**src/rtl/dtq_pkg.sv**
```systemverilog
// Package for the deadline timer queue: sizes, result kinds and the
// controller/datapath command and status structs. No dependencies.
package dtq_pkg;

  localparam int MAX_EVENTS = 16;
  localparam int CNT_W      = $clog2(MAX_EVENTS + 1);

  localparam logic OP_ADD = 1'b0;
  localparam logic OP_INT = 1'b1;

  localparam logic [1:0] KIND_STATUS = 2'd0;
  localparam logic [1:0] KIND_FIRE   = 2'd1;
  localparam logic [1:0] KIND_PROG   = 2'd2;

  // Commands from the controller to the datapath
  typedef struct packed {
    logic       load;
    logic       mul;
    logic       insert;
    logic       pop;
    logic       div_start;
    logic       emit;
    logic [1:0] emit_kind;
    logic       emit_last;
  } dtq_cmd_t;

  // Status from the datapath to the controller
  typedef struct packed {
    logic is_int;
    logic add_ok;
    logic ins_head;
    logic head_due;
    logic fsec_valid;
    logic out_free;
  } dtq_stat_t;

endpackage

```
**src/rtl/dtq_ctrl.sv**
```systemverilog
// Controller state machine for the deadline timer queue.
// Depends on dtq_pkg.
module dtq_ctrl (
  input  logic               clk,
  input  logic               rst_n,
  input  logic               in_valid,
  input  dtq_pkg::dtq_stat_t stat,
  output dtq_pkg::dtq_cmd_t  cmd
);
  import dtq_pkg::*;

  typedef enum logic [7:0] {
    S_IDLE  = 8'b00000001,
    S_MUL   = 8'b00000010,
    S_CHK   = 8'b00000100,
    S_DRAIN = 8'b00001000,
    S_DIV   = 8'b00010000,
    S_FIRE  = 8'b00100000,
    S_PROG  = 8'b01000000,
    S_STAT  = 8'b10000000
  } state_t;

  state_t state_r, state_nxt;

  // Next state and commands
  always_comb begin
    state_nxt = state_r;
    cmd       = '0;
    unique case (state_r)
      S_IDLE: begin
        cmd.load = 1'b1;
        if (in_valid) state_nxt = S_MUL;
      end
      S_MUL: begin
        cmd.mul   = 1'b1;
        state_nxt = S_CHK;
      end
      S_CHK: begin
        if (stat.is_int) begin
          state_nxt = S_DRAIN;
        end else if (!stat.add_ok) begin
          state_nxt = S_STAT;
        end else begin
          cmd.insert = 1'b1;
          state_nxt  = stat.ins_head ? S_DRAIN : S_STAT;
        end
      end
      S_DRAIN: begin
        if (!stat.head_due) begin
          state_nxt = S_PROG;
        end else if (stat.fsec_valid) begin
          state_nxt = S_FIRE;
        end else begin
          cmd.div_start = 1'b1;
          state_nxt     = S_DIV;
        end
      end
      S_DIV: begin
        if (stat.fsec_valid) state_nxt = S_FIRE;
      end
      S_FIRE: begin
        if (stat.out_free) begin
          cmd.emit      = 1'b1;
          cmd.emit_kind = KIND_FIRE;
          cmd.pop       = 1'b1;
          state_nxt     = S_DRAIN;
        end
      end
      S_PROG: begin
        if (stat.out_free) begin
          cmd.emit      = 1'b1;
          cmd.emit_kind = KIND_PROG;
          cmd.emit_last = stat.is_int;
          state_nxt     = stat.is_int ? S_IDLE : S_STAT;
        end
      end
      S_STAT: begin
        if (stat.out_free) begin
          cmd.emit      = 1'b1;
          cmd.emit_kind = KIND_STATUS;
          cmd.emit_last = 1'b1;
          state_nxt     = S_IDLE;
        end
      end
      default: state_nxt = S_IDLE;
    endcase
  end

  always_ff @(posedge clk) begin
    if (!rst_n) state_r <= S_IDLE;
    else        state_r <= state_nxt;
  end
endmodule

```
**config.mk**
```make
export PLATFORM = sky130hd
export DESIGN_NAME = dtq_ctrl
export DESIGN_NICKNAME = d
export VERILOG_FILES = /design/src/rtl/dtq_pkg.sv /design/src/rtl/dtq_ctrl.sv
export SDC_FILE = /design/constraint.sdc
export NUM_CORES = 1
export LEC_CHECK = 0
export ABC_CLOCK_PERIOD_IN_PS = 4700
export BUFFER_PORTS_ARGS = -buffer_cell sky130_fd_sc_hd__buf_2
export CAP_MARGIN = 20
export CORE_MARGIN = 4
export CORE_UTILIZATION = 30
export CTS_CLUSTER_DIAMETER = 40
export DETAILED_ROUTE_END_ITERATION = 16
export HOLD_SLACK_MARGIN = 0.02
export PLACE_DENSITY = 0.55
export SETUP_SLACK_MARGIN = 0.1
export SLEW_MARGIN = 0
export SYNTH_ARGS = -nofsm -noshare
export SYNTH_HDL_FRONTEND = slang
export SYNTH_SLANG_ARGS = --single-unit
```
**constraint.sdc**
```tcl
create_clock -name clk -period 4.7 [get_ports clk]
set_clock_uncertainty 0.1 [all_clocks]
set_input_delay 1.175 -clock clk [delete_from_list [all_inputs] [get_ports clk]]
set_output_delay 1.175 -clock clk [all_outputs]
set_load 0.02 [all_outputs]
```
# Word-level counts from Yosys, hierarchy flattened
# Index checks and enable logic that the tools add are counted.
# totals
reg_bits	8
latchBits	0
ram_bits	0
romBits	0
in_bits	9
wordCells	42
mem_count	0
# op_classes
n_addsub	0
n_mul	0
div_mod_pow	0
order_cmp	0
n_eq_ne	13
shifts	0
muxes	27
bitwise_logic	0
reduce_logical	1
# ops
op	count
$mux 8	10
$pmux 8 s8	1
$mux 1	10
$ne 2x2->1 const B	5
$pmux 3 s3	1
$eq 8x1->1 const B	1
$eq 8x2->1 const B	1
$eq 8x3->1 const B	1
$eq 8x4->1 const B	1
$eq 8x5->1 const B	1
$eq 8x6->1 const B	1
$eq 8x7->1 const B	1
$eq 8x8->1 const B	1
$mux 4	2
$mux 6	1
$reduce_and 5->1	1
$mux 3	1
$pmux 1 s2	1

# Logic depth before layout (Yosys ltp)
# depth
word_depth	4
mapped_depth	5
depth_no_buf	4

# Worst setup path before layout
# OpenSTA, ideal clock, no wires.
# synth_path
path_type	input -> output
startpoint	in stat[0] (netlist name)
endpoint	out cmd[2] (netlist name)
arrival_time_ns	2.068
slack_ns	1.357
stages	2
path_buffers	0
cell_sequence	nand3b_1 > nor4b_1
# synth_rtl
item	line_no	text
start, declared	dtq_ctrl.sv:7	input dtq_pkg::dtq_stat_t stat,
end, declared	dtq_ctrl.sv:8	output dtq_pkg::dtq_cmd_t cmd

==> results.json <==
{
  "worstSkewPairLatency_ps": 250,
  "power_w": 0.0002958,
  "yosysSeqAreaShare_pct": 23.88,
  "clk_pin_slew_ps": 50,
  "cts_buffers": 3,
  "critPathLaunch": "state_r[2]",
  "finalCritPeriodShare_pct": 69.91,
  "via_count": 723,
  "grt_pass1_wl_um": 2863,
  "ys_seq_elements": 8,
  "drc_errors": 0,
  "n_antenna_cell": 0,
  "ios": 18,
  "hold_violations": 0,
  "p_per_area_nw_per_um2": 385.0,
  "peakVddDrop_uv": 284.9,
  "cts_tree": "yes",
  "hold_buffers": 0,
  "via_per_inst": 5.693,
  "gp_congestion": 0.8668,
  "max_freq_mhz": 304.4,
  "cts_resized": 0,
  "drt-initial-drc-count": 13,
  "rsz0062_at_grt": "false",
  "path_delay_family": "simple AND/OR/NAND/NOR gates",
  "drt-total-wl_um": 1738,
  "grt_max_degree": 15,
  "whs_endpoint": "state_r[7]",
  "port_buffers": 17,
  "grt_overflow": 0,
  "cp-end-kind": "primary output",
  "hp-class": "register to register",
  "ys_types": 35,
  "setup-violations-final": 0,
  "cts.path.max_buffers": 2,
  "status": "completed",
  "wl_per_cell_um": 13.69,
  "grt_pass1_vias": 638,
  "critPathLaunchType": "register",
  "cts-root-buf": "clkbuf_4",
  "p_leak_nw": 0.3020,
  "die_y_um": 55.28,
  "crit_chain": "nor4_1 > nand3b_1 > nor4b_1 > buf_2",
  "worstPathRequired_ps": 3420,
  "grtUsageTotal_pct": 11.27,
  "rr_worst_depth": 4,
  "fin_nets": 111,
  "synth_xor_area_share_pct": 3.918,
  "setup_tns_ps": 0,
  "worstSetupPathType": "register to primary output",
  "ys_warn_count": 0,
  "ant_nets": 0,
  "synth_top_family_by_area": "simple AND/OR/NAND/NOR gates",
  "slowest_stage": "nor4_1",
  "post-cts-setup-buffer-count": 0,
  "synth_mux_area_share_pct": 6.343,
  "antenna_found_initial": 0,
  "die_x_um": 55.28,
  "final_layout_size_suffix_gt1_share_pct": 31.00,
  "rows": 16,
  "hpwl_um": 1314,
  "hold_start": "state_r[7]",
  "cp.arrival_ps": 2010,
  "reg2reg_from": "state_r[5]",
  "max_flop_register": "state_r",
  "synthSimpleGateAreaFrac_pct": 44.22,
  "syn_area_um2": 670.6,
  "cpPeakStageDelay_ps": 650,
  "r2r_slack_ps": 2580,
  "synthCells": 88,
  "slew_headroom_pct": 54.95,
  "h-tree-depth": 1,
  "syn_avg_cell_area_um2": 7.621,
  "drv_slew": 0,
  "core_um2": 2042,
  "area_growth_pct": 14.55,
  "cts.sinks": 8,
  "crit_path_max_fanout": 9,
  "min_delay_path_depth": 2,
  "largestRegisters": "state_r (8)",
  "synth-compound-area-share_pct": 13.99,
  "synthAdderAreaFrac_pct": 0,
  "synth_edf_count": 0,
  "start_util_pct": 32.84,
  "largest_register_ffs": 8,
  "drt_pre_antenna_iters": 4,
  "cap_viol_max_count": 0,
  "synth-main-ff-cell": "dfxtp_1",
  "crit_buf_inv": 1,
  "fin_util_pct": 37.62,
  "synth-async-reset-ratio_pct": 0,
  "min_period_ps": 3286,
  "worst_r2r_endpoint": "state_r[5]",
  "tightest_slew_ps": 669.6,
  "dieArea_um2": 3056,
  "synthesis.nets": 97
}
report_power, final:
| group | switching [W] | internal (W) | leakage [nW] |
|---|---|---|---|
| logic | 0.0000755 | 0.0000642 | 0.223 |
| registers | 0.0000251 | 0.0000784 | 0.0651 |
| clock network | 0.0000234 | 0.0000292 | 0.0138 |
layout make-up:
cell class / instances / area, µm²
timing repair buffer: 17 / 85.08
tap: 27 / 33.78
fill: 224 / 1274
inverter: 2 / 7.507
multi-input combinational: 70 / 459.2
sequential: 8 / 160.2
clock buffer: 3 / 22.52
worst min-delay path: stages, from the launching register on:
cell     delay, ps
dfxtp_1        420
nand2_1        100
mux2i_1         60
worst max path at each step:
stage | endpoint | depth (start not counted)
floorplan | cmd[2] | 2
global placement | cmd[0] | 5
detailed placement | cmd[0] | 5
CTS | cmd[2] | 4
global route | cmd[2] | 4
finish | cmd[2] | 4
synth_stat cells, types with 3 or more instances:
| cell | n | area, µm² |
|---|---|---|
| o21ai_0 | 3 | 15.01 |
| dfxtp_1 | 8 | 160.2 |
| xor2_1 | 3 | 26.28 |
| nand3_1 | 6 | 30.03 |
| buf_4 | 3 | 22.52 |
| nor4_1 | 10 | 62.56 |
| clkbuf_1 | 3 | 11.26 |
| nand2_1 | 9 | 33.78 |
| nor2_1 | 8 | 30.03 |
cell usage in the layout (no fill, tap or decap), drive strengths merged:
cell type and n:
mux2 2, nand2b 1, o2111ai 1, nor3 2, o211ai 1, nand3 6, o21bai 1, a311oi 1
clkbuf 3, a21oi 2, a21boi 1, o21ai 3, nor4b 2, nor2 8, dfxtp 8, xor2 3
and3 2, a31oi 1, nand3b 2, or4 3, or2 1, inv 2, a211oi 1, a41oi 1
mux2i 2, or3 2, or4b 2, nor4 10, nand2 9, buf 17
logic make-up (layout without fill, tap and decap cells):
logic type / Yosys count / count (layout)
AOI/OAI and AO/OA: 13 / 13
muxes: 4 / 4
buffers and inverters: 10 / 22
xor gates and xnor gates: 3 / 3
DFF: 8 / 8
and+or+nand+nor: 50 / 50
stage by stage:
step,instances,setup slack (ps),hold slack (ps),area [µm²]
6_report,127,1414,535.2,768.2
3_3_place_gp,124,1482,533.0,745.7
5_1_grt,127,1129,593.7,768.2
3_5_place_dp,124,1480,531.8,745.7
4_1_cts,127,1398,535.2,768.2
2_1_floorplan,88,1357,500.3,670.6
routing by layer:
layer  wire (µm)  vias to the layer above  share of wire (%)  track usage [%]
met1         834                      332                 48            15.03
met3         109                        6                6.3            2.797
met2         775                       27                 45            17.91
li1            -                      358                  -                -
met4          19                        0                1.1            3.125
met5           0                        -                  0                0
No activity file was read; power rests on OpenSTA's default activity.
